[src/rtl/lrutlb_pkg.sv]
// Shared constants and types for the fully associative LRU translation buffer.
// No dependencies; used by rtl/lru_tlb_lookup.sv through scoped names.
package lrutlb_pkg;

  localparam int ENTRIES   = 16;
  localparam int PAGE_BITS = 20;
  localparam int IDX_W     = (ENTRIES > 1) ? $clog2(ENTRIES) : 1;
  localparam int CNT_W     = $clog2(ENTRIES + 1);
  localparam int CFG_W     = 5;
  localparam int TOT_W     = 32;

  localparam logic [CFG_W-1:0] CFG_RESET = CFG_W'(16);

  typedef logic [PAGE_BITS-1:0] page_t;
  typedef logic [IDX_W-1:0]     idx_t;
  typedef logic [CNT_W-1:0]     cnt_t;
  typedef logic [TOT_W-1:0]     tot_t;

  // Per-item lookup decision handed from the compare logic to the update logic.
  typedef struct packed {
    logic  hit;
    logic  use_free;
    logic  evict;
    idx_t  target;
    idx_t  old_rank;
    page_t evicted_page;
  } lookup_t;

endpackage

[src/rtl/lru_tlb_lookup.sv]
// Top level of the fully associative LRU translation buffer lookup block.
// Depends on rtl/lrutlb_pkg.sv for constants and types.
//
// Each transaction is registered in the input stage and then, once the result side
// can take it, in the result register. Throughput: one lookup per cycle unless
// out_stall holds the result; all tags are compared in parallel and the recency ranks
// are updated in the same cycle, so the next item sees them at once.
// Reset (rst_n low, synchronous): the buffer is empty, counts are zero and the
// active entry limit returns to 16; no clearing pass is needed.
module lru_tlb_lookup (
  input  logic                              clk,
  input  logic                              rst_n,
  input  logic                              in_valid,
  output logic                              in_stall,
  input  logic [lrutlb_pkg::PAGE_BITS-1:0]  in_page_number,
  output logic                              out_valid,
  input  logic                              out_stall,
  output logic                              out_hit,
  output logic                              out_evicted_valid,
  output logic [lrutlb_pkg::PAGE_BITS-1:0]  out_evicted_page,
  output logic [lrutlb_pkg::TOT_W-1:0]      out_hit_total,
  output logic [lrutlb_pkg::TOT_W-1:0]      out_miss_total,
  input  logic                              cfg_wr_en,
  input  logic [lrutlb_pkg::CFG_W-1:0]      cfg_wr_data
);

  // Configuration register holding the raw limit; it is clamped where used.
  logic [lrutlb_pkg::CFG_W-1:0] cfg_limit_r;

  // Input stage: one registered page number waiting for the lookup.
  logic               s1_vld_r;
  lrutlb_pkg::page_t  s1_page_r;
  logic               s1_adv;

  // Buffer state. Tags have no reset since a tag is only read while valid.
  lrutlb_pkg::page_t  tag_r   [lrutlb_pkg::ENTRIES];
  logic               valid_r [lrutlb_pkg::ENTRIES];
  lrutlb_pkg::idx_t   rank_r  [lrutlb_pkg::ENTRIES];
  lrutlb_pkg::cnt_t   vcnt_r;
  lrutlb_pkg::tot_t   hit_cnt_r;
  lrutlb_pkg::tot_t   miss_cnt_r;

  // Result register.
  logic               out_vld_r;
  logic               out_hit_r;
  logic               out_ev_vld_r;
  lrutlb_pkg::page_t  out_ev_page_r;

  lrutlb_pkg::lookup_t lk;
  lrutlb_pkg::cnt_t    limit;
  lrutlb_pkg::idx_t    last_rank;
  lrutlb_pkg::idx_t    match_idx;
  lrutlb_pkg::idx_t    free_idx;
  lrutlb_pkg::idx_t    victim_idx;
  logic                match_any;
  logic                victim_any;

  // The result register can take a new transaction when it is empty or being drained.
  // The input stage advances whenever it holds an item and the result side can take it.
  assign s1_adv   = s1_vld_r && (!out_vld_r || !out_stall);
  assign in_stall = s1_vld_r && !s1_adv;

  // Clamp the configured limit to the range 1..ENTRIES.
  always_comb begin
    if (cfg_limit_r == '0) begin
      limit = lrutlb_pkg::CNT_W'(1);
    end else if (32'(cfg_limit_r) > lrutlb_pkg::ENTRIES) begin
      limit = lrutlb_pkg::CNT_W'(lrutlb_pkg::ENTRIES);
    end else begin
      limit = lrutlb_pkg::CNT_W'(cfg_limit_r);
    end
  end

  // The ranks of the valid entries always form a permutation of 0..count-1, because
  // entries are only ever added and every update keeps ranks distinct. The least
  // recent entry is therefore the one whose rank equals count-1, found by a parallel
  // compare rather than a search for the maximum.
  always_comb begin
    logic [lrutlb_pkg::CNT_W-1:0] cnt_m1;
    cnt_m1    = vcnt_r - lrutlb_pkg::CNT_W'(1);
    last_rank = cnt_m1[lrutlb_pkg::IDX_W-1:0];
  end

  // Parallel tag compare and lowest-index priority selection for the hit, the first
  // free entry and the victim. The loops run downward so the lowest index wins.
  always_comb begin
    match_any  = 1'b0;
    match_idx  = '0;
    free_idx   = '0;
    victim_any = 1'b0;
    victim_idx = '0;
    for (int i = lrutlb_pkg::ENTRIES - 1; i >= 0; i--) begin
      if (valid_r[i] && (tag_r[i] == s1_page_r)) begin
        match_any = 1'b1;
        match_idx = lrutlb_pkg::IDX_W'(i);
      end
      if (!valid_r[i]) begin
        free_idx = lrutlb_pkg::IDX_W'(i);
      end
      if (valid_r[i] && (rank_r[i] == last_rank)) begin
        victim_any = 1'b1;
        victim_idx = lrutlb_pkg::IDX_W'(i);
      end
    end
  end

  // Decide what this lookup does. A free entry exists whenever the valid count is
  // below the limit, since the limit never exceeds the number of entries.
  always_comb begin
    lk.hit          = match_any;
    lk.use_free     = !match_any && (vcnt_r < limit);
    lk.evict        = !match_any && !(vcnt_r < limit) && victim_any;
    lk.evicted_page = '0;
    if (match_any) begin
      lk.target   = match_idx;
      lk.old_rank = rank_r[match_idx];
    end else if (vcnt_r < limit) begin
      lk.target   = free_idx;
      lk.old_rank = '0;
    end else begin
      lk.target   = victim_idx;
      lk.old_rank = last_rank;
      if (victim_any) begin
        lk.evicted_page = tag_r[victim_idx];
      end
    end
  end

  // Configuration register.
  always_ff @(posedge clk) begin
    if (!rst_n) begin
      cfg_limit_r <= lrutlb_pkg::CFG_RESET;
    end else if (cfg_wr_en) begin
      cfg_limit_r <= cfg_wr_data;
    end
  end

  // Input stage.
  always_ff @(posedge clk) begin
    if (!rst_n) begin
      s1_vld_r <= 1'b0;
    end else if (!in_stall) begin
      s1_vld_r <= in_valid;
    end
  end

  always_ff @(posedge clk) begin
    if (in_valid && !in_stall) begin
      s1_page_r <= in_page_number;
    end
  end

  // Recency, valid bits, valid count and saturating counters. The target becomes most
  // recent; on a fill every valid entry ages, otherwise only the entries that were
  // more recent than the target's old rank age.
  always_ff @(posedge clk) begin
    if (!rst_n) begin
      for (int i = 0; i < lrutlb_pkg::ENTRIES; i++) begin
        valid_r[i] <= 1'b0;
        rank_r[i]  <= '0;
      end
      vcnt_r     <= '0;
      hit_cnt_r  <= '0;
      miss_cnt_r <= '0;
    end else if (s1_adv) begin
      for (int i = 0; i < lrutlb_pkg::ENTRIES; i++) begin
        if (lrutlb_pkg::IDX_W'(i) == lk.target) begin
          if (lk.hit || lk.use_free || lk.evict) begin
            rank_r[i] <= '0;
          end
          if (lk.use_free) begin
            valid_r[i] <= 1'b1;
          end
        end else if (valid_r[i] && (lk.hit || lk.use_free || lk.evict) &&
                     (lk.use_free || (rank_r[i] < lk.old_rank))) begin
          rank_r[i] <= rank_r[i] + lrutlb_pkg::IDX_W'(1);
        end
      end
      if (lk.use_free) begin
        vcnt_r <= vcnt_r + lrutlb_pkg::CNT_W'(1);
      end
      if (lk.hit) begin
        if (hit_cnt_r != '1) begin
          hit_cnt_r <= hit_cnt_r + lrutlb_pkg::TOT_W'(1);
        end
      end else begin
        if (miss_cnt_r != '1) begin
          miss_cnt_r <= miss_cnt_r + lrutlb_pkg::TOT_W'(1);
        end
      end
    end
  end

  // Tag writes on a fill or a replacement.
  always_ff @(posedge clk) begin
    if (s1_adv && (lk.use_free || lk.evict)) begin
      tag_r[lk.target] <= s1_page_r;
    end
  end

  // Result register. The running totals are read straight from the counters, which
  // change only when the next transaction moves into this register.
  always_ff @(posedge clk) begin
    if (!rst_n) begin
      out_vld_r <= 1'b0;
    end else if (!out_vld_r || !out_stall) begin
      out_vld_r <= s1_vld_r;
    end
  end

  always_ff @(posedge clk) begin
    if (s1_adv) begin
      out_hit_r     <= lk.hit;
      out_ev_vld_r  <= lk.evict;
      out_ev_page_r <= lk.evicted_page;
    end
  end

  assign out_valid         = out_vld_r;
  assign out_hit           = out_hit_r;
  assign out_evicted_valid = out_ev_vld_r;
  assign out_evicted_page  = out_ev_page_r;
  assign out_hit_total     = hit_cnt_r;
  assign out_miss_total    = miss_cnt_r;

endmodule
[config.mk]
export PLATFORM = sky130hd
export DESIGN_NAME = lru_tlb_lookup
export DESIGN_NICKNAME = d
export VERILOG_FILES = /design/src/rtl/lrutlb_pkg.sv /design/src/rtl/lru_tlb_lookup.sv
export SDC_FILE = /design/constraint.sdc
export NUM_CORES = 1
export LEC_CHECK = 0
export BUFFER_PORTS_ARGS = -buffer_cell sky130_fd_sc_hd__buf_4
export CAP_MARGIN = 20
export CORE_ASPECT_RATIO = 0.5
export CORE_MARGIN = 2
export CORE_UTILIZATION = 30
export CTS_BUF_LIST = sky130_fd_sc_hd__clkbuf_2
export DETAILED_ROUTE_END_ITERATION = 8
export GPL_TIMING_DRIVEN = 0
export MAX_ROUTING_LAYER = met4
export SYNTH_ARGS = -nofsm -noshare
export SYNTH_HDL_FRONTEND = slang
export SYNTH_SLANG_ARGS = --single-unit
export TNS_END_PERCENT = 1
[constraint.sdc]
create_clock -name clk -period 5.9 [get_ports clk]
set_input_delay 0 -clock clk [delete_from_list [all_inputs] [get_ports clk]]
set_output_delay 0 -clock clk [all_outputs]
set_load 0.01 [all_outputs]
==> results.yml <==
floorplan:
  placementRows: 82
  die_w_um: 453.0
  die_h_um: 228.5
  die_area_sq_um: 103500
  ioPinCount: 118
  initial_core_util_pct: 30.23
  coreArea_sq_um: 100000
pwr:
  pwr-share-clk_pct: 31.7
  power_leakage_nw: 13.12
  power_switching_w: 0.002537
  internal-power_w: 0.005487
  powerDensity_nw_per_um2: 214.6
  netSwitchingFraction_pct: 31.61
  comb_power_share_pct: 17.1
  ir_drop_uv: 95.99
  seqPwrFrac_pct: 51.2
sta:
  min_period_ns: 5.810
  clock-skew-final_ns: 0.1146
  max_slew_margin_pct: 20.98
  setup_slack_ns: 0.08974
  tightestPinTransition_ns: 1.173
  drv_slew: 0
  rsz0062_at_grt: "true"
  hold_violations: 0
  layout_worst_path_cycle_share_pct: 98.48
  maxClockFrequency_mhz: 172.1
  setup-violations-final: 0
  tns_ns: 0
critical_path:
  critPathCaptureType: "flop"
  critPathLaunchType: "flop"
  crit_top_cell: "buf_4"
  critPathKind: "reg2reg"
  crit_required_ns: 7.04
  crit_fanout: 10
  slowest_stage: "a21oi_1"
  cp_data_arrival_time_ns: 6.95
  worstPathCellList: "clkbuf_1 > buf_4 > inv_1 > ha_1 > buf_2 > buf_4 > xor2_1 > nand4_1 > o2bb2ai_1 > nand2b_1 > o311ai_1 > a211oi_4 > buf_12 > buf_2 > buf_4 > clkbuf_2 > a211oi_1 > a21oi_1 > a21oi_1 > o22ai_1"
  slowest_delay_ns: 0.50
logic_synthesis:
  synth-compound-area-share_pct: 10.77
  syn_nets: 2793
  synth_top_area_share_pct: 42.99
  ys_types: 91
  synthCells: 2691
  synthFlopType: "edfxtp_1"
  yosys.area_share.adder_pct: 2.979
  ys_top_cells_by_area: "edfxtp_1 43%, xnor2_1 8.5%, dfxtp_1 5.6%"
  synth_area_sq_um: 30240
  synth_edf_count: 433
  syn_avg_cell_area_sq_um: 11.24
  synth_mux_area_share_pct: 3.550
  ys_seq_area_share_pct: 48.62
  synth_largest_area_cell: "edfxtp_1"
  synth_top_family_by_area: "simple AND/OR/NAND/NOR gates"
  synthArstFlopShare_pct: 0
  yosys_warnings: 0
  synthXorXnorAreaFrac_pct: 15.16
  synth-simple-area-share_pct: 15.87
  synth-seq-cells: 518
place:
  hpwl_um: 82640
  place.gp.congestion: 0.9674
  dp_cells: 4172
  place_area_sq_um: 33210
  io_buffer_count: 116
  pre_cts_ws_ns: -1.783
clock_tree:
  clock-root-buffer: "clkbuf_2"
  cts_sinks: 518
  htreeDepth: 4
  cts.path.max_buffers: 3
  insertion_delay_ns: 1.41
  path_clk_slew_ns: 0.11
  cts_tree: "built"
  numCtsBuffers: 135
final_layout:
  utilization_pct: 37.38
  final_common_cell: "edfxtp_1"
  synthToLayoutAreaGrowth_pct: 23.65
  layout_common_cells: "433 x edfxtp_1, 204 x clkbuf_2, 200 x xnor2_1"
  multi_input_area_sq_um: 16060
  final_cell_area_sq_um: 37400
  filler_cell_count: 9768
  regArea_sq_um: 14700
  final_nets: 3221
  layout.cells.non_filler: 4569
  layout-drive-gt1-share_pct: 23.16
global_routing:
  grt_max_degree: 20
  grtUsageTotal_pct: 21.88
  antenna_found_initial: 4
  first_global_vias: 23749
  grt_pass1_wl_um: 160900
  grt_overflow_total: 0
run:
  timing.max_cap.violations: 0
routing:
  vias: 24465
  via_per_inst: 5.355
  drtIter0Drc: 2629
  antenna_left: 0
  wl_per_cell_um: 24.73
  drc: 0
  drt-total-wl_um: 113000
  drt-pass1-iter-count: 6
hold_path:
  hold_class: "in2reg"
run_status:
  outcome: "finished, final reports clean"
-- cells in the mapped netlist (45+ instances only) --
master,instances
xor2_1,154
clkbuf_1,75
nor2_1,175
edfxtp_1,433
nand2_1,126
nor2b_1,90
o21ai_0,58
a211oi_1,125
nor4_1,45
mux2i_1,105
a21oi_1,125
xnor2_1,292
nand3_1,87
nand4_1,130
ha_1,72
dfxtp_1,85
-- final timing paths --
| kind | start | slack [ns] | endpoint | depth (start not counted) |
|---|---|---|---|---|
| setup / recovery | vcnt_r[0] | 0.09 | out_evicted_page[11] | 20 |
| setup reg to reg | vcnt_r[0] | 0.09 | out_evicted_page[11] | 20 |
| hold reg to reg | out_hit_total[1] | 0.51 | out_hit_total[1] | 2 |
| hold / removal | in_valid | 0.22 | s1_page_r[10] | 4 |
-- through the flow --
| step | power [W] | hold WS [ns] |
|---|---|---|
| 3_3_place_gp | 0.005308 | 0.1779 |
| 5_1_grt | 0.008345 | 0.1702 |
| 3_5_place_dp | 0.005343 | 0.1796 |
| 4_1_cts | 0.007981 | 0.05251 |
| 6_report | 0.008024 | 0.2212 |
| 2_1_floorplan | 0.004907 | 0.09887 |
-- critical path, delay by kind of cell (launching register included) --
kind,cells,cell delay [ns]
buffers and inverters,9,2.52
AO/OA/AOI/OAI,7,1.91
flip-flops,1,0.35
AND/OR/NAND/NOR,2,0.33
adder cells (fa/ha/maj),1,0.29
XOR/XNOR,1,0.16
-- power groups by stage --
stage / Sequential, W / Combinational [W] / Clock [W]
after detailed placement: 0.00423 / 0.00112 / 0
after global routing: 0.00411 / 0.00145 / 0.00278
after global placement: 0.00423 / 0.00108 / 0
final: 0.00411 / 0.00138 / 0.00254
after floorplan: 0.00417 / 0.000734 / 0
after CTS: 0.00410 / 0.00129 / 0.00259
-- final cells by class --
type,count,share of cell area (%)
Clock inverter,36,0.4617
Clock buffer,199,2.663
Antenna cell,8,0.05353
Buffer,145,2.355
Tap cell,1344,4.497
Inverter,39,0.3915
Timing Repair Buffer,290,7.317
Multi-Input combinational cell,1990,42.94
Sequential cell,518,39.32
-- routing by layer --
| layer | track usage [%] | routed length [um] |
|---|---|---|
| met5 | - | 0 |
| met4 | 10.17 | 5340 |
| met3 | 4.996 | 9949 |
| met2 | 33.07 | 50940 |
| met1 | 27.74 | 46780 |
-- timing repair --
action                                 in CTS  in global routing
hold buffers                               90                  0
cloned                                      1                  0
endpoints found under the hold margin     409                  0
pin swaps                                  12                 21
setup endpoints to repair                 417                292
setup buffers                              50                 13
gates resized for setup                    78                169
-- cells by family (layout without fill, tap and decap cells) --
| group | Yosys count | count (layout) |
|---|---|---|
| flip-flops | 518 | 518 |
| multiplexers | 107 | 107 |
| AO/OA/AOI/OAI | 459 | 459 |
| buffers and inverters | 184 | 709 |
| XOR/XNOR | 478 | 478 |
| AND/OR/NAND/NOR | 873 | 874 |
| other | 0 | 8 |
| adder cells (fa/ha/maj) | 72 | 72 |
-- sequential cells by signal, summed over array words and instances, names as in the netlist --
| name | cells |
|---|---|
| cfg_limit_r | 5 |
| out_hit_total | 32 |
| s1_vld_r | 1 |
| out_evicted_valid | 1 |
| valid_r | 16 |
| s1_page_r | 20 |
| vcnt_r | 5 |
| tag_r | 320 |
| out_miss_total | 32 |
| out_evicted_page | 20 |
| out_hit | 1 |
| rank_r | 64 |
| out_valid | 1 |
Note: power is estimated with default switching activity, not from simulation.
